**src/hw/rtl/sspp_pkg.sv**
```systemverilog
// Shared types, constants and the CRC step for the servo status packet parser.
package sspp_pkg;

    localparam int PARAM_DEPTH = 32;
    localparam int PIDX_W      = $clog2(PARAM_DEPTH);
    localparam int RAM_DEPTH   = 2 * PARAM_DEPTH;
    localparam int RAM_AW      = $clog2(RAM_DEPTH);
    localparam int MAX_LIMIT   = (PARAM_DEPTH < 32) ? PARAM_DEPTH : 32;

    localparam logic [7:0]  HDR_SYNC   = 8'hFF;
    localparam logic [7:0]  HDR_LAST   = 8'hFD;
    localparam logic [7:0]  INSTR_STAT = 8'h55;
    localparam logic [15:0] CRC_POLY   = 16'h8005;
    localparam logic [8:0]  POS_MAX    = 9'd511;
    localparam logic [8:0]  POS_PARAM  = 9'd9;
    localparam logic [9:0]  PKT_MIN    = 10'd11;
    localparam logic [9:0]  PKT_MAX    = 10'd255;

    localparam logic [2:0] ST_OK       = 3'd0;
    localparam logic [2:0] ST_BAD_HDR  = 3'd1;
    localparam logic [2:0] ST_BAD_CRC  = 3'd2;
    localparam logic [2:0] ST_NOT_STAT = 3'd3;
    localparam logic [2:0] ST_TOO_MANY = 3'd4;
    localparam logic [2:0] ST_BAD_SIZE = 3'd5;

    localparam logic KIND_PARAM  = 1'b0;
    localparam logic KIND_STATUS = 1'b1;

    // One judged packet, handed from front to back.
    typedef struct packed {
        logic [2:0] code;
        logic [7:0] cnt;
        logic [7:0] id;
        logic [7:0] err;
        logic [7:0] len;    // bytes received, low 8 bits
        logic       bank;
    } t_job;

    typedef enum logic [1:0] {
        S_IDLE,
        S_PARAM,
        S_STATUS
    } t_back_state;

    // CRC-16/0x8005, MSB first, one byte.
    function automatic logic [15:0] crc_fold(input logic [15:0] crc, input logic [7:0] b);
        logic [15:0] c;
        c = crc ^ {b, 8'h00};
        for (int k = 0; k < 8; k++) begin
            if (c[15]) c = {c[14:0], 1'b0} ^ CRC_POLY;
            else       c = {c[14:0], 1'b0};
        end
        return c;
    endfunction

endpackage

```
**src/hw/rtl/sspp_ram.sv**
```systemverilog
// Generic single-write, single-read RAM with registered read data.
module sspp_ram #(
    parameter int WIDTH = 8,
    parameter int DEPTH = 64
) (
    input  logic                     i_clk,
    input  logic                     i_we,
    input  logic [$clog2(DEPTH)-1:0] i_waddr,
    input  logic [WIDTH-1:0]         i_wdata,
    input  logic [$clog2(DEPTH)-1:0] i_raddr,
    output logic [WIDTH-1:0]         o_rdata
);
    logic [WIDTH-1:0] r_mem [DEPTH];
    logic [WIDTH-1:0] r_rdata;

    always_ff @(posedge i_clk) begin
        if (i_we) r_mem[i_waddr] <= i_wdata;
        r_rdata <= r_mem[i_raddr];
    end

    assign o_rdata = r_rdata;
endmodule

```
**src/hw/rtl/sspp_front.sv**
```systemverilog
// Front end: takes packet bytes, tracks header/CRC/fields, stores params, judges the packet.
module sspp_front import sspp_pkg::*; (
    input  logic              i_clk,
    input  logic              i_rst_n,
    input  logic              i_valid,
    output logic              o_ready,
    input  logic [7:0]        i_byte,
    input  logic              i_last,
    input  logic [5:0]        i_max_params,
    output logic              o_push,
    output t_job              o_job,
    input  logic              i_done,
    output logic              o_we,
    output logic [RAM_AW-1:0] o_waddr,
    output logic [7:0]        o_wdata
);
    logic [8:0]  r_pos;
    logic [15:0] r_crc;
    logic [7:0]  r_lag0, r_lag1;
    logic        r_hdr_ok;
    logic [7:0]  r_id, r_err, r_instr;
    logic [15:0] r_len;
    logic        r_bank;
    logic [1:0]  r_pending;   // judged packets not yet retired by the back end

    logic        acc;
    logic [15:0] n_crc, rx_crc;
    logic        n_hdr_ok;
    logic [7:0]  n_id, n_err, n_instr;
    logic [15:0] n_len;
    logic [8:0]  pos_off;
    logic [9:0]  n_bytes;
    logic [7:0]  cnt;
    logic [5:0]  limit;
    logic [2:0]  code;

    // both banks busy when two packets are pending
    assign o_ready = ~r_pending[1];
    assign acc     = i_valid & o_ready;

    always_comb begin
        n_crc    = (r_pos >= 9'd2) ? crc_fold(r_crc, r_lag0) : r_crc;
        n_hdr_ok = r_hdr_ok;
        if ((r_pos == 9'd0 || r_pos == 9'd1) && i_byte != HDR_SYNC) n_hdr_ok = 1'b0;
        if (r_pos == 9'd2 && i_byte != HDR_LAST) n_hdr_ok = 1'b0;
        n_id    = (r_pos == 9'd4) ? i_byte : r_id;
        n_len   = r_len;
        if (r_pos == 9'd5) n_len[7:0]  = i_byte;
        if (r_pos == 9'd6) n_len[15:8] = i_byte;
        n_instr = (r_pos == 9'd7) ? i_byte : r_instr;
        n_err   = (r_pos == 9'd8) ? i_byte : r_err;
        rx_crc  = {i_byte, r_lag1};
    end

    always_comb begin
        n_bytes = {1'b0, r_pos} + 10'd1;
        cnt     = n_len[7:0] - 8'd4;
        limit   = (i_max_params > 6'(MAX_LIMIT)) ? 6'(MAX_LIMIT) : i_max_params;
        priority if (n_bytes < PKT_MIN || n_bytes > PKT_MAX) code = ST_BAD_SIZE;
        else if (!n_hdr_ok)                                  code = ST_BAD_HDR;
        else if (rx_crc != n_crc)                            code = ST_BAD_CRC;
        else if (n_instr != INSTR_STAT)                      code = ST_NOT_STAT;
        else if (cnt > {2'b00, limit})                       code = ST_TOO_MANY;
        else                                                 code = ST_OK;
    end

    assign o_push     = acc & i_last;
    assign o_job.code = code;
    assign o_job.cnt  = cnt;
    assign o_job.id   = n_id;
    assign o_job.err  = n_err;
    assign o_job.len  = n_bytes[7:0];
    assign o_job.bank = r_bank;

    // parameter bytes go to this packet's bank
    assign pos_off = r_pos - POS_PARAM;
    assign o_we    = acc && r_pos >= POS_PARAM && pos_off < 9'(PARAM_DEPTH);
    assign o_waddr = {r_bank, pos_off[PIDX_W-1:0]};
    assign o_wdata = i_byte;

    always_ff @(posedge i_clk) begin
        if (!i_rst_n) begin
            r_pos    <= '0;
            r_crc    <= '0;
            r_lag0   <= '0;
            r_lag1   <= '0;
            r_hdr_ok <= 1'b1;
            r_id     <= '0;
            r_err    <= '0;
            r_instr  <= '0;
            r_len    <= '0;
            r_bank   <= 1'b0;
        end else if (acc) begin
            if (i_last) begin
                r_pos    <= '0;
                r_crc    <= '0;
                r_lag0   <= '0;
                r_lag1   <= '0;
                r_hdr_ok <= 1'b1;
                r_id     <= '0;
                r_err    <= '0;
                r_instr  <= '0;
                r_len    <= '0;
                r_bank   <= ~r_bank;
            end else begin
                r_pos    <= (r_pos < POS_MAX) ? r_pos + 9'd1 : POS_MAX;
                r_crc    <= n_crc;
                r_lag0   <= r_lag1;
                r_lag1   <= i_byte;
                r_hdr_ok <= n_hdr_ok;
                r_id     <= n_id;
                r_err    <= n_err;
                r_instr  <= n_instr;
                r_len    <= n_len;
            end
        end
    end

    always_ff @(posedge i_clk) begin
        if (!i_rst_n) r_pending <= '0;
        else if (o_push && !i_done) r_pending <= r_pending + 2'd1;
        else if (!o_push && i_done) r_pending <= r_pending - 2'd1;
    end
endmodule

```
**src/hw/rtl/sspp_queue.sv**
```systemverilog
// Two-entry job queue between front and back.
module sspp_queue import sspp_pkg::*; (
    input  logic i_clk,
    input  logic i_rst_n,
    input  logic i_push,
    input  t_job i_job,
    output logic o_full,
    output logic o_valid,
    input  logic i_pop,
    output t_job o_job
);
    t_job       r_slot [2];
    logic       r_wp, r_rp;
    logic [1:0] r_count;
    logic       do_push, do_pop;

    assign o_full  = r_count[1];
    assign o_valid = (r_count != 2'd0);
    assign o_job   = r_slot[r_rp];
    assign do_push = i_push & ~o_full;
    assign do_pop  = i_pop & o_valid;

    always_ff @(posedge i_clk) begin
        if (do_push) r_slot[r_wp] <= i_job;
    end

    always_ff @(posedge i_clk) begin
        if (!i_rst_n) begin
            r_wp    <= 1'b0;
            r_rp    <= 1'b0;
            r_count <= '0;
        end else begin
            if (do_push) r_wp <= ~r_wp;
            if (do_pop)  r_rp <= ~r_rp;
            if (do_push && !do_pop)      r_count <= r_count + 2'd1;
            else if (!do_push && do_pop) r_count <= r_count - 2'd1;
        end
    end
endmodule

```
**src/hw/rtl/sspp_back.sv**
```systemverilog
// Back end: replays stored parameters of a good packet, then the status result.
module sspp_back import sspp_pkg::*; (
    input  logic              i_clk,
    input  logic              i_rst_n,
    input  logic              i_q_valid,
    input  t_job              i_job,
    output logic              o_pop,
    output logic              o_done,
    output logic [RAM_AW-1:0] o_raddr,
    input  logic [7:0]        i_rdata,
    output logic              o_valid,
    input  logic              i_ready,
    output logic              o_kind,
    output logic [7:0]        o_param_byte,
    output logic [4:0]        o_param_index,
    output logic [2:0]        o_status_code,
    output logic [7:0]        o_device_id,
    output logic [7:0]        o_device_error,
    output logic [7:0]        o_param_count,
    output logic              o_run_end
);
    t_back_state r_state, n_state;
    t_job        r_job;
    logic [5:0]  r_idx;
    logic        r_primed;    // read data matches r_idx
    logic        r_valid;

    logic        out_free, ld_param, ld_status, last_param, good;
    logic [7:0]  pbyte;

    assign out_free   = ~r_valid | i_ready;
    assign last_param = (r_idx + 6'd1) == r_job.cnt[5:0];
    assign good       = (i_job.code == ST_OK) && (i_job.cnt != 8'd0);
    assign o_raddr    = {r_job.bank, r_idx[PIDX_W-1:0]};
    assign pbyte      = (({2'b00, r_idx} + 8'd9) < r_job.len) ? i_rdata : 8'd0;

    always_comb begin
        n_state = r_state;
        unique case (r_state)
            S_IDLE:   if (i_q_valid) n_state = good ? S_PARAM : S_STATUS;
            S_PARAM:  if (ld_param && last_param) n_state = S_STATUS;
            S_STATUS: if (ld_status) n_state = S_IDLE;
            default:  n_state = S_IDLE;
        endcase
    end

    always_comb begin
        o_pop     = 1'b0;
        ld_param  = 1'b0;
        ld_status = 1'b0;
        unique case (r_state)
            S_IDLE:   o_pop     = i_q_valid;
            S_PARAM:  ld_param  = r_primed & out_free;
            S_STATUS: ld_status = out_free;
            default:  ;
        endcase
    end

    assign o_done = ld_status;

    always_ff @(posedge i_clk) begin
        if (!i_rst_n) begin
            r_state  <= S_IDLE;
            r_idx    <= '0;
            r_primed <= 1'b0;
            r_valid  <= 1'b0;
        end else begin
            r_state <= n_state;
            if (o_pop) begin
                r_idx    <= '0;
                r_primed <= 1'b0;
            end else if (ld_param) begin
                r_idx    <= r_idx + 6'd1;
                r_primed <= 1'b0;
            end else begin
                r_primed <= 1'b1;
            end
            if (ld_param || ld_status) r_valid <= 1'b1;
            else if (i_ready)          r_valid <= 1'b0;
        end
    end

    always_ff @(posedge i_clk) begin
        if (o_pop) r_job <= i_job;
        if (ld_param) begin
            o_kind         <= KIND_PARAM;
            o_param_byte   <= pbyte;
            o_param_index  <= r_idx[4:0];
            o_status_code  <= ST_OK;
            o_device_id    <= '0;
            o_device_error <= '0;
            o_param_count  <= '0;
            o_run_end      <= 1'b0;
        end else if (ld_status) begin
            o_kind        <= KIND_STATUS;
            o_param_byte  <= '0;
            o_param_index <= '0;
            o_status_code <= r_job.code;
            o_run_end     <= 1'b1;
            if (r_job.code == ST_OK || r_job.code == ST_TOO_MANY) begin
                o_device_id    <= r_job.id;
                o_device_error <= r_job.err;
                o_param_count  <= r_job.cnt;
            end else begin
                o_device_id    <= '0;
                o_device_error <= '0;
                o_param_count  <= '0;
            end
        end
    end

    assign o_valid = r_valid;
endmodule

```
**src/hw/rtl/servo_status_packet_parser.sv**
```systemverilog
// Top level of the servo status packet parser: config register and front/queue/back wiring.
//
// Input stream: one packet byte per transfer on i_s_tdata, i_s_tlast on the final byte.
// Output stream: per good packet, one transfer per parameter (tuser = 0), then one
// status transfer (tuser = 1, tlast = 1). Bad packets give only the status transfer.
// The front end judges header, CRC-16/0x8005, instruction, size and parameter count
// as bytes arrive, one byte per cycle while not stalled, and writes parameter bytes into one bank of a
// two-bank parameter RAM. On the last byte the judged packet enters a two-entry queue.
// The back end replays parameters from the RAM through a registered RAM read, then the
// output register, and starts each parameter's read only after the previous one is loaded;
// with no parameters the status passes through the queue, the job register and the output register.
// Input stalls (tready low) only while two judged packets are still being drained,
// since both RAM banks are then in use; otherwise bytes flow at one per cycle.
// A receiver stall just holds the output register; the back end waits behind it.
// Reset (synchronous, active low) empties queue and pipeline, clears packet state
// and sets max_params to 32. APB register 0 (address 0): max_params, 6 bits.
module servo_status_packet_parser import sspp_pkg::*; (
    input  logic        i_clk,
    input  logic        i_rst_n,
    // packet byte stream
    input  logic        i_s_tvalid,
    output logic        o_s_tready,
    input  logic [7:0]  i_s_tdata,     // [7:0] rx_byte
    input  logic        i_s_tlast,     // last_byte
    // result stream
    output logic        o_m_tvalid,
    input  logic        i_m_tready,
    // [7:0] param_byte, [12:8] param_index, [15:13] status_code,
    // [23:16] device_id, [31:24] device_error, [39:32] param_count
    output logic [39:0] o_m_tdata,
    output logic        o_m_tuser,     // [0] result_kind
    output logic        o_m_tlast,     // run_end
    // configuration
    input  logic        psel,
    input  logic        penable,
    input  logic        pwrite,
    input  logic        paddr,
    input  logic [31:0] pwdata,
    output logic [31:0] prdata,
    output logic        pready
);
    logic [5:0]        r_max_params;
    logic              push, pop, done, q_full, q_valid;
    t_job              f_job, q_job;
    logic              we;
    logic [RAM_AW-1:0] waddr, raddr;
    logic [7:0]        wdata, rdata;
    logic              f_ready;

    assign pready = 1'b1;
    assign prdata = {26'd0, r_max_params};

    always_ff @(posedge i_clk) begin
        if (!i_rst_n) r_max_params <= 6'd32;
        else if (psel && penable && pwrite && pready && paddr == 1'b0)
            r_max_params <= pwdata[5:0];
    end

    sspp_front u_front (
        .i_clk        (i_clk),
        .i_rst_n      (i_rst_n),
        .i_valid      (i_s_tvalid),
        .o_ready      (f_ready),
        .i_byte       (i_s_tdata),
        .i_last       (i_s_tlast),
        .i_max_params (r_max_params),
        .o_push       (push),
        .o_job        (f_job),
        .i_done       (done),
        .o_we         (we),
        .o_waddr      (waddr),
        .o_wdata      (wdata)
    );

    // pending count in the front already keeps the queue from overflowing
    assign o_s_tready = f_ready;

    sspp_queue u_queue (
        .i_clk   (i_clk),
        .i_rst_n (i_rst_n),
        .i_push  (push),
        .i_job   (f_job),
        .o_full  (q_full),
        .o_valid (q_valid),
        .i_pop   (pop),
        .o_job   (q_job)
    );

    sspp_ram #(
        .WIDTH (8),
        .DEPTH (RAM_DEPTH)
    ) u_ram (
        .i_clk   (i_clk),
        .i_we    (we),
        .i_waddr (waddr),
        .i_wdata (wdata),
        .i_raddr (raddr),
        .o_rdata (rdata)
    );

    sspp_back u_back (
        .i_clk          (i_clk),
        .i_rst_n        (i_rst_n),
        .i_q_valid      (q_valid & ~(q_full & 1'b0)),
        .i_job          (q_job),
        .o_pop          (pop),
        .o_done         (done),
        .o_raddr        (raddr),
        .i_rdata        (rdata),
        .o_valid        (o_m_tvalid),
        .i_ready        (i_m_tready),
        .o_kind         (o_m_tuser),
        .o_param_byte   (o_m_tdata[7:0]),
        .o_param_index  (o_m_tdata[12:8]),
        .o_status_code  (o_m_tdata[15:13]),
        .o_device_id    (o_m_tdata[23:16]),
        .o_device_error (o_m_tdata[31:24]),
        .o_param_count  (o_m_tdata[39:32]),
        .o_run_end      (o_m_tlast)
    );
endmodule

```
**config.mk**
```make
export PLATFORM = sky130hd
export DESIGN_NAME = servo_status_packet_parser
export DESIGN_NICKNAME = d
export VERILOG_FILES = /design/src/hw/rtl/sspp_pkg.sv /design/src/hw/rtl/sspp_ram.sv /design/src/hw/rtl/sspp_front.sv /design/src/hw/rtl/sspp_queue.sv /design/src/hw/rtl/sspp_back.sv /design/src/hw/rtl/servo_status_packet_parser.sv
export SDC_FILE = /design/constraint.sdc
export NUM_CORES = 1
export LEC_CHECK = 0
export ABC_CLOCK_PERIOD_IN_PS = 5890
export BUFFER_PORTS_ARGS = -buffer_cell sky130_fd_sc_hd__buf_4
export CORE_UTILIZATION = 52
export CTS_CLUSTER_SIZE = 16
export DETAILED_ROUTE_END_ITERATION = 8
export PLACE_DENSITY = 0.77
export RECOVER_POWER = 50
export SYNTH_ARGS = -nofsm -noshare
export SYNTH_HDL_FRONTEND = slang
export SYNTH_HIERARCHICAL = 1
export SYNTH_SLANG_ARGS = --single-unit
```
**constraint.sdc**
```tcl
create_clock -name i_clk -period 5.89 [get_ports i_clk]
set_input_delay 1.178 -clock i_clk [delete_from_list [all_inputs] [get_ports i_clk]]
set_output_delay 1.178 -clock i_clk [all_outputs]
set_load 0.1 [all_outputs]
```
# Yosys cells after proc, flatten, opt, wreduce, memory -nomap -nowiden
# Memories as Yosys holds them, arrays and structs flattened. A register that Yosys moved wholly into a read port is not among the register bits.
# Index checks and enable logic that the tools add are counted.
dict set report totals {
  output_inout_bits 77
  mem_count 2
  elab_cells 187
  ramBits 584
  ff_bits 174
  inputBits 49
}
# memory depth word_bits rd rd_clocked_by_memory_dff write_ports line_no
set mem_list {}
lappend mem_list {u_ram.r_mem 64 8 1 1 1 sspp_ram.sv:13} ;# logic [WIDTH-1:0] r_mem [DEPTH];
lappend mem_list {u_queue.r_slot 2 36 1 1 1 sspp_queue.sv:12} ;# t_job r_slot [2];
dict set report classes {
  bitwise_logic 23
  n_reduce_logical 34
  n_eq_ne 17
  addsub 10
  order_cmp 9
  mux 60
}
# cell count
set ops {}
lappend ops {{16-bit 2-to-1 mux} 10}
lappend ops {{8-bit 2-to-1 mux} 16}
lappend ops {{9-bit by 3-bit == test with 1-bit output (second input constant)} 3}
lappend ops {{3-bit inverter} 8}
lappend ops {{9-bit 2-to-1 mux} 2}
lappend ops {{2-bit 2-to-1 mux} 8}
lappend ops {{16-bit inequality test} 1}
lappend ops {{8-bit inequality test (second input constant)} 2}
lappend ops {{16-bit bitwise XOR} 1}
lappend ops {{1-bit 2-to-1 mux} 15}
lappend ops {{3-bit 2-to-1 mux} 5}
lappend ops {{1-bit logical AND} 13}
lappend ops {{9-bit by 1-bit adder with 10-bit output (second input constant)} 1}
lappend ops {{10-bit by 8-bit greater-than comparator with 1-bit output (second input constant)} 1}
lappend ops {{10-bit by 4-bit < comparator with 1-bit output (second input constant)} 1}
lappend ops {{5-bit 2-to-1 mux} 2}
lappend ops {{2-bit nonzero test} 5}
lappend ops {{9-bit by 1-bit adder with 9-bit output (second input constant)} 1}
lappend ops {{9-bit by 1-bit == test with 1-bit output (second input constant)} 1}
lappend ops {{9-bit by 2-bit == test with 1-bit output (second input constant)} 1}
lappend ops {{9-bit by 4-bit == test with 1-bit output (second input constant)} 1}
lappend ops {{9-bit by 2-bit greater-or-equal comparator with 1-bit output (second input constant)} 1}
lappend ops {{9-bit by 4-bit greater-or-equal comparator with 1-bit output (second input constant)} 1}
lappend ops {{9-bit zero test} 1}
lappend ops {{30 further kinds} 52}

# Longest topological paths before layout
# Gate-level depths: netlist of run 1.
dict set report logic_depth {
  depth_word 22
  depth_mapped 16
  ltp_nobuf 14
}

# By module
# Netlist of run 1, hierarchy kept.
# mod area_per_inst_um2 seq_area_each_um2 instances cells_each
set by_module_without_submodules {}
lappend by_module_without_submodules {sspp_ram 20166.8 15534.9 1 940}
lappend by_module_without_submodules {sspp_front 4979.8 1541.5 1 570}
lappend by_module_without_submodules {sspp_back 3435.8 2232.1 1 295}
lappend by_module_without_submodules {sspp_queue 2816.5 2262.2 1 134}
lappend by_module_without_submodules {servo_status_packet_parser 466.7 120.1 1 56}

# Worst setup path before layout of run 1
# No wires, ideal clock.
dict set report synth_path {
  path_type {register to register}
  startpoint {register u_queue.r_count[0]}
  endpoint {register u_queue.r_count[1]}
  setup_time_ps 70
  arrival_time_ps 4599
  period_less_slack_ps 4669
  path_stages_with_launch 7
  setup_slack_ps 1221
  t_required_ps 5820
  n_path_buf 0
  path_cell_list {dfxtp_1 -> or2_2 -> nor3b_1 -> o21ai_1 -> ha_1 -> or3_1 -> a21boi_1}
}
dict set report synth_between {
  elab_chain_cells 6
  word_cells_on_any_way 11
  classes_between {add/sub: 2; mux: 3; bitwise: 1; reduce/logical: 5}
}
# item line_no
set synth_lines {}
lappend synth_lines {{from (decl)} sspp_queue.sv:14} ;# logic [1:0] r_count;
lappend synth_lines {{from (signal assigned)} sspp_queue.sv:35} ;# if (do_push && !do_pop) r_count <= r_count + 2'd1;
lappend synth_lines {{from (signal assigned)} sspp_queue.sv:36} ;# else if (!do_push && do_pop) r_count <= r_count - 2'd1;
lappend synth_lines {{2-bit nonzero test *} sspp_queue.sv:18} ;# assign o_valid = (r_count != 2'd0);
lappend synth_lines {{net q_valid} servo_status_packet_parser.sv:43} ;# logic push, pop, done, q_full, q_valid;
lappend synth_lines {{1-bit 2-to-1 mux *} sspp_back.sv:51} ;# unique case (r_state)
lappend synth_lines {{net pop} servo_status_packet_parser.sv:43}
lappend synth_lines {{1-bit AND *} sspp_queue.sv:21} ;# assign do_pop = i_pop & o_valid;
lappend synth_lines {{1-bit zero test} sspp_queue.sv:35}
lappend synth_lines {{1-bit logical AND} sspp_queue.sv:35}
lappend synth_lines {{2-bit 2-to-1 mux / 2-bit nonzero test (equally long branches)} n/a}
# Mark *: on every way through the listed nets, which the timed path passes. The rest lies on a longest branch. The select of a mux whose other input is x is not followed.
# A chain may end at the register's enable or synchronous reset.

==> results of run 1 <==
state kept, by name, summed over array words and instances, names as in the netlist, 9 cells and up, named ones only:
signal	cells
u_front/r_pos	9
u_front/r_crc	16
u_back/r_job	35
u_queue/r_slot	72
u_ram/r_mem	512
cells in the mapped netlist, types with 15 or more instances:
library cell / count / share of area, %
sky130_fd_sc_hd__a21boi_0: 18 / 0.42
sky130_fd_sc_hd__xor2_1: 39 / 1.1
sky130_fd_sc_hd__nor3_1: 17 / 0.27
sky130_fd_sc_hd__clkbuf_1: 63 / 0.74
sky130_fd_sc_hd__buf_4: 63 / 1.5
sky130_fd_sc_hd__a21oi_1: 52 / 0.82
sky130_fd_sc_hd__dfxtp_1: 134 / 8.4
sky130_fd_sc_hd__nor2b_1: 86 / 1.7
sky130_fd_sc_hd__mux2_2: 64 / 2.3
sky130_fd_sc_hd__xnor2_1: 22 / 0.60
sky130_fd_sc_hd__o21ai_0: 17 / 0.27
sky130_fd_sc_hd__nand3_1: 51 / 0.80
sky130_fd_sc_hd__nand3b_1: 15 / 0.35
sky130_fd_sc_hd__a22oi_1: 48 / 1.1
sky130_fd_sc_hd__edfxtp_1: 633 / 60
sky130_fd_sc_hd__mux4_2: 126 / 8.9
sky130_fd_sc_hd__nor2_1: 116 / 1.4
sky130_fd_sc_hd__buf_2: 18 / 0.28
sky130_fd_sc_hd__nand2_1: 109 / 1.3
sky130_fd_sc_hd__and2_1: 19 / 0.37
sky130_fd_sc_hd__inv_1: 27 / 0.32
sky130_fd_sc_hd__ha_1: 21 / 0.82
sky130_fd_sc_hd__mux2i_1: 46 / 1.4
cells by family after synthesis:
logic type	after synthesis	share of synthesized area (%)
AOI/OAI and AO/OA	229	5.05
xor gates and xnor gates	75	2.49
adders and majority gates	21	0.825
buffers and inverters	187	3.28
DFF	767	68.1
muxes	236	12.6
other	2	0.0236
and+or+nand+nor	478	7.65
path summary, 6_finish.rpt:
path              depth (start not counted)                     from                       to
setup / recovery                          5             i_s_tdata[7]    u_queue/r_slot[1][33]
hold / removal                            2  u_back/o_param_count[0]  u_back/o_param_count[0]
setup reg to reg                         14         u_front/r_pos[4]    u_queue/r_slot[0][35]
hold reg to reg                           2  u_back/o_param_count[0]  u_back/o_param_count[0]
final cells by class:
type                       instances  area (um2)  area share [%]
inverter                          28         105           0.301
multi-input combinational       1066        9230            26.4
clock inverter                    37         367            1.05
tap                              782         978            2.80
clock buffer                      97        2020            5.79
timing repair buffer              93         497            1.42
sequential                       767       21700            62.2
worst reg2reg max path, delay by kind of cell (launching register included):
family	cells	cell delay [ns]
AO/OA/AOI/OAI	4	0.52
XOR/XNOR	1	0.16
adder cells (fa/ha/maj)	2	0.61
flip-flops	1	0.43
multiplexers	1	0.54
AND/OR/NAND/NOR	6	2.06
metrics by stage:
step / hold slack [ns] / util, %
floorplan: 0.453 / -
global placement: 0.443 / 54.1
detailed placement: 0.446 / 54.1
CTS: 0.454 / 58.1
global route: 0.466 / 57.7
finish: 0.453 / 57.7
where the power goes:
group / total (W) / internal (W) / leakage [nW] / switching, W
clock: 0.00464 / 0.00266 / 1.17 / 0.00198
sequential: 0.00642 / 0.00625 / 6.78 / 0.000173
combinational: 0.00195 / 0.000353 / 3.01 / 0.00159
total: 0.0130 / 0.00927 / 11.0 / 0.00375
metal layers:
metal | GRT usage (%) | up-vias
li1 | - | 7664
met1 | 29.1 | 8942
met2 | 35.8 | 787
met3 | 3.14 | 163
met4 | 8.55 | 0
met5 | 0 | -
==> qor_table.md, run 1 <==
| Result | Value |
|---|---|
| Cell Pwr Density | 373 mW/mm2 |
| Post-synth EDFFs | 633 |
| Die extent in x | 250 um |
| Master cell of the clock root buffer | sky130_fd_sc_hd__clkbuf_16 |
| Final setup TNS | 0 ns |
| Total Power | 0.0130 W |
| Pin count of the biggest net entering global routing | 99 |
| Synth warnings | 6 |
| Total number of vias | 17556 |
| Unrepaired setup endpoints after global routing | false |
| Run status | finished, violations left |
| Maximum root-to-sink buffer count | 3 |
| Number of cells in the finished layout apart from fillers | 2870 |
| Post-CTS Repair Setup Buffers | 0 |
| Startpoint Class | input pin |
| Area of the placeable core | 0.0605 mm2 |
| Number of remaining DRC errors | 0 |
| Final estimated routing congestion in global placement | 0.838 |
| Area growth from synthesis to layout | 9.54% |
| Cell count after synthesis | 1995 |
| Violations in the final reports | capacitance limit, slew limit |
| Total detailed-routing wirelength | 67600 um |
| Endpoints failing hold | 0 |
| Final count of pins violating max slew | 248 |
| Worst-skew pair later-pin latency | 0.63 ns |
| Share of synthesized registers carrying an async set or reset | 0% |
| Number of diodes added for antenna fixing | 0 |
| R2r setup slk | 1.40 ns |
| Slowest-stage cell, CP | sky130_fd_sc_hd__clkbuf_1 |
| Relative slew slack | -135% |
| Layout cells sized above 1 | 16.4% |
| Filler cell count in the final layout | 4399 |
| Final clock skew | 0.0253 ns |
| PnR worst setup slack | 1.35 ns |
| Router iterations before antenna repair | 5 |
| Number of clock sinks seen by CTS | 767 |
| Most common cell after layout, fill and taps aside | sky130_fd_sc_hd__edfxtp_1 |
| Cell area reported after detailed placement | 0.0327 mm2 |
| Residual overflow from global routing | 0 |
| Via count of the first global-routing pass | 17401 |
| H-tree level count | 3 |
| Cell-by-cell trace of the critical path | clkbuf_1 -> inv_1 -> a211oi_1 -> o21ai_1 -> o41ai_2 |
| Largest driver fanout on the critical path | 68 |
| Kind of critical path | in -> reg |
| Routed length on met3 | 4910 um |
| Ratio of final minimum period to clock period | 77.2% |
| Estimated wirelength of the detail-placed design | 40200 um |
| Die height | 250 um |
| Maximum vdd ir drop | 0.359 mV |
| Family with the most delay on the worst path | buffers and inverters |
| Post-layout instance area | 0.0349 mm2 |
| First-iteration detailed-routing DRC count | 1763 |
| Critical Path RT | 6.28 ns |
| All-Layer GR Usage | 21.6% |
| Total setup violations reported at the end of the flow | 0 |
| Met2 Routed Length | 33200 um |
| Hold Buf Count CTS | 0 |
| Routed len/inst | 23.5 um |
| Post-cts gate resize count | 0 |
| Largest stage delay on the critical path | 2.11 ns |
| Avg Inst Size Synth | 16.0 um2 |
| Count of buffer and inverter cells on the critical path | 2 |
| Placement row count | 90 |
| Clock transition at the register clock pins on the worst setup and hold paths after CTS | 0.06 ns |
| Inst Count DP | 2736 |
| Number of nets in the layout | 2099 |
| Top-level I/O count | 126 |
| Antenna violations before repair | 0 |
| Shortest clock period the worst path allows after layout | 4.54 ns |
| Most frequent cells in the layout | 633 x sky130_fd_sc_hd__edfxtp_1, 129 x sky130_fd_sc_hd__dfxtp_1, 126 x sky130_fd_sc_hd__mux4_2 |
| TritonCTS buffer count | 73 |
| Unique cell type count in the Yosys netlist | 82 |
| Reported leakage power | 11.0 nW |
| Detailed-route wire length on metal 1 | 27200 um |
| Share of the yosys chip area belonging to registers | 68.1% |
| Commonest register cell after synthesis | sky130_fd_sc_hd__edfxtp_1 |
| DR top layer | met4 |
| Worst-Margin Slew | 3.53 ns |
| Final ANT Viol Nets | 0 |
| Via/cell ratio | 6.12 |
| CP endpoint kind | flop |
| MaxCap Viol Count | 4 |
| Total standard cell area after synthesis | 0.0319 mm2 |
| Count of buffers from port buffering | 72 |
| Floorplan die area | 0.0623 mm2 |
| Synthesized flop and latch total | 767 |
| First-pass GRT wire length | 103000 um |
| Arrival time of data at the critical path endpoint | 4.93 ns |
| CTS tree | done |
| Starting utilization of the core area | 52.7% |
| Worst slack at placement | 1.52 ns |
| Worst min-delay path class | reg -> reg |
| Fmax achieved | 0.220 GHz |
(Power assumes the default switching activity.)
==> run 2, diff against run 1 <==
ABC_AREA = 1   (was default)
ABC_CLOCK_PERIOD_IN_PS = 4800   (was 5890)
clock period = 4.8 ns   (was 5.89 ns; I/O delays follow)
==> run 2 against run 1 <==
The flow still finishes with violations (capacitance limit, slew limit). Sequential share of layout area fell by 2.4 points. Critical endpoint is now u_ram/r_mem[17][6]. Largest cell class unchanged. Highest routed layer unchanged. Register-to-register slack got worse by 0.67 ns. Sequential power rose by 21%.
==> qor_table.md, run 2 <==
| Result | Value | vs previous |
|---|---|---|
| Violations in the final reports | capacitance limit, slew limit |  |
| Filler cell count in the final layout | 5087 | +16% |
| Share of synthesized registers carrying an async set or reset | 0% | unchanged |
| Number of nets in the layout | 3308 | +58% |
| Run status | finished, violations left |  |
| Router iterations before antenna repair | 5 | unchanged |
| Hold_ws | 0.463 ns | +0.0103 ns |
| Critical Path RT | 4.68 ns | -1.60 ns |
| Reported leakage power | 13.4 nW | +22% |
| Synthesized flop and latch total | 767 | unchanged |
| Starting utilization of the core area | 52.8% | +0.060 points |
| Number of diodes added for antenna fixing | 0 | unchanged |
| Fmax achieved | 0.244 GHz |  |
| Register containing the most flip-flops in the final layout | u_ram/r_mem |  |
| Ratio of final minimum period to clock period | 85.3% |  |
| Cell Pwr Density | 424 mW/mm2 | +14% |
| Final clock skew | 0.0318 ns | +0.00646 ns |
| Via/cell ratio | 5.51 | -10% |
| Cell repeated most along the worst path | sky130_fd_sc_hd__clkbuf_1 |  |
| Cell types occupying the most area after synthesis | sky130_fd_sc_hd__edfxtp_1 57%, sky130_fd_sc_hd__nand2_1 12%, sky130_fd_sc_hd__dfxtp_1 8.0% |  |
| Arrival time of data at the critical path endpoint | 3.97 ns | -0.96 ns |
| Final setup TNS | 0 ns | unchanged |
| Most common cell after layout, fill and taps aside | sky130_fd_sc_hd__nand2_1 |  |
| Post-cts gate resize count | 0 | unchanged |
| Family with the most delay on the worst path | buffers and inverters |  |
| Worst-skew pair later-pin latency | 0.63 ns | about the same |
| Clock transition at the register clock pins on the worst setup and hold paths after CTS | 0.06 ns | about the same |
| Final ANT Viol Nets | 0 | unchanged |
| Cell-by-cell trace of the critical path | clkbuf_1 -> clkbuf_1 |  |
| Largest stage delay on the critical path | 2.63 ns | +0.52 ns |
| Pin count of the biggest net entering global routing | 188 | +90% |
| CP endpoint kind | flop |  |
| Share of the yosys chip area belonging to registers | 65.1% | -3.0 points |
| Estimated wirelength of the detail-placed design | 44300 um | +10% |
| Shortest clock period the worst path allows after layout | 4.10 ns |  |
| Die height | 255 um | +2.3% |
| Residual overflow from global routing | 0 | unchanged |
| TritonCTS buffer count | 75 | +2.7% |
| Leading registers by flop count | u_ram/r_mem: 512 flops, u_queue/r_slot: 72 flops, u_back/r_job: 35 flops |  |
| Placement row count | 92 | +2.2% |
| MaxCap Viol Count | 6 | +2 |
| All-Layer GR Usage | 23.1% | +1.5 points |
| Top post-synthesis cells by count | 1050 x sky130_fd_sc_hd__nand2_1, 633 x sky130_fd_sc_hd__edfxtp_1, 528 x sky130_fd_sc_hd__nand3_1 |  |
| Largest register FFs | 512 | unchanged |
| Capture point of the worst reg-to-reg path | u_queue/r_count[1] |  |
| Startpoint of the worst-slack reg-to-reg timing path | u_queue/r_count[0] |  |
| Unique cell type count in the Yosys netlist | 46 | -44% |
| Startpoint Class | input pin |  |
| Kind of critical path | in -> reg |  |
| Top-level I/O count | 126 | unchanged |
| Die extent in x | 255 um | +2.3% |
| CTS tree | done |  |
| Maximum root-to-sink buffer count | 3 | unchanged |
| Worst-Margin Slew | 3.68 ns | +0.151 ns |
| Number of clock sinks seen by CTS | 767 | unchanged |
| R2R depth | 12 | -2 |
| Total setup violations reported at the end of the flow | 0 | unchanged |
| Total number of vias | 22810 | +30% |
| Master cell of the clock root buffer | sky130_fd_sc_hd__clkbuf_16 |  |
| First-pass GRT wire length | 115000 um | +12% |
| Via count of the first global-routing pass | 21020 | +21% |
| Slowest-stage cell, CP | sky130_fd_sc_hd__clkbuf_1 |  |
| Avg Inst Size Synth | 10.4 um2 | -35% |
| Most frequent cells in the layout | 1051 x sky130_fd_sc_hd__nand2_1, 633 x sky130_fd_sc_hd__edfxtp_1, 528 x sky130_fd_sc_hd__nand3_1 |  |
| Library cell with the largest summed area after synthesis | sky130_fd_sc_hd__edfxtp_1 |  |
| Commonest register cell after synthesis | sky130_fd_sc_hd__edfxtp_1 |  |
| Hold Buf Count CTS | 0 | unchanged |
| Antenna violations before repair | 0 | unchanged |
| Synth top area share | 57.0% | -2.6 points |
| Critical path destination | u_ram/r_mem[17][6] |  |
| Largest driver fanout on the critical path | 64 | -5.9% |
| R2r setup slk | 0.73 ns | -0.67 ns |
| Unrepaired setup endpoints after global routing | false |  |
| Number of remaining DRC errors | 0 | unchanged |
| Post-CTS Repair Setup Buffers | 0 | unchanged |
| Area of the placeable core | 0.0632 mm2 | +4.5% |
| Area used by sequential logic in the layout | 0.0217 mm2 | about the same |
| Cell count after synthesis | 3194 | +60% |
| Final estimated routing congestion in global placement | 0.866 | +3.4% |
| Relative slew slack | -145% | -10 points |
| Synth warnings | 6 | unchanged |
| Total detailed-routing wirelength | 74700 um | +11% |
| Critical path startpoint | i_s_tdata[6] |  |
| Count of buffer and inverter cells on the critical path | 2 | unchanged |
| Routed len/inst | 18.0 um | -23% |
| Post-synth EDFFs | 633 | unchanged |
| Maximum vdd ir drop | 0.328 mV | -8.6% |
| Most used standard cell by instance count after synthesis | sky130_fd_sc_hd__nand2_1 |  |
| Area growth from synthesis to layout | 8.84% |  |
| First-iteration detailed-routing DRC count | 2607 | +48% |
| Count of buffers from port buffering | 72 | unchanged |
| Endpoints failing hold | 0 | unchanged |
| Multi-input combinational cell area | 0.00951 mm2 | +3.0% |
| Final count of pins violating max slew | 346 | +40% |
| H-tree level count | 3 | unchanged |
| Floorplan die area | 0.0651 mm2 | +4.6% |
| Layout cells sized above 1 | 7.98% | -8.4 points |
| Worst min-delay path class | reg -> reg |  |
| Total standard cell area after synthesis | 0.0333 mm2 | +4.6% |
| Logic depth of the worst path, buffers included | 2 | -3 |
==> run 2: cell families after synthesis <==
group	after synthesis	synth area share, %
AO/OA/AOI/OAI	191	2.99
XOR/XNOR	14	0.368
adder cells (fa/ha/maj)	21	0.788
buffers and inverters	371	6.26
flip-flops	767	65.1
multiplexers	36	1.55
other	2	0.0225
AND/OR/NAND/NOR	1792	23.0
==> run 2: final cells by class <==
class	instances	area share, %
clock buffers	98	5.58
clock inverters	36	0.945
inverters	167	1.76
multi-input cells	2081	26.2
flip-flops and latches	767	59.8
well taps	846	2.92
repair buffers	146	2.80
==> run 2: per-stage QoR <==
step	utilization (%)	worst slack (ns)	power (W)	area (um2)	std cells
after floorplan	-	1.09	0.00954	33400	3219
after global placement	54.2	1.03	0.00996	34200	4007
after detailed placement	54.2	0.870	0.0100	34200	4007
after CTS	57.9	1.04	0.0156	36600	4141
after global routing	57.4	0.346	0.0159	36300	4141
final	57.4	0.703	0.0154	36300	4141
==> run 2: worst min-delay path by stage <==
| stage | from | end | slack [ns] | cells past startpoint |
|---|---|---|---|---|
| floorplan | u_front/r_instr[0] | u_front/r_instr[0] | 0.44 | 2 |
| global placement | u_front/r_instr[0] | u_front/r_instr[0] | 0.45 | 2 |
| detailed placement | u_front/r_instr[0] | u_front/r_instr[0] | 0.45 | 2 |
| CTS | u_front/r_instr[0] | u_front/r_instr[0] | 0.46 | 2 |
| global route | u_front/r_instr[7] | u_front/r_instr[7] | 0.48 | 2 |
| finish | u_back/o_device_id[4] | u_back/o_device_id[4] | 0.46 | 2 |
==> run 2: report_power, final <==
| group | internal [W] | leakage [nW] | total [W] | switching (W) |
|---|---|---|---|---|
| Sequential | 0.00760 | 6.76 | 0.00777 | 0.000162 |
| Combinational | 0.000373 | 5.46 | 0.00200 | 0.00163 |
| Clock | 0.00317 | 1.17 | 0.00563 | 0.00245 |
| Total | 0.0112 | 13.4 | 0.0154 | 0.00425 |
==> run 2: per-layer routing <==
metal | up-vias | share of wire, % | GRT usage, %
li1 | 10896 | - | -
met1 | 10805 | 40 | 31.4
met3 | 157 | 9.3 | 5.05
met4 | 0 | 3.2 | 8.86
met5 | - | 0 | 0
met2 | 952 | 47 | 36.4
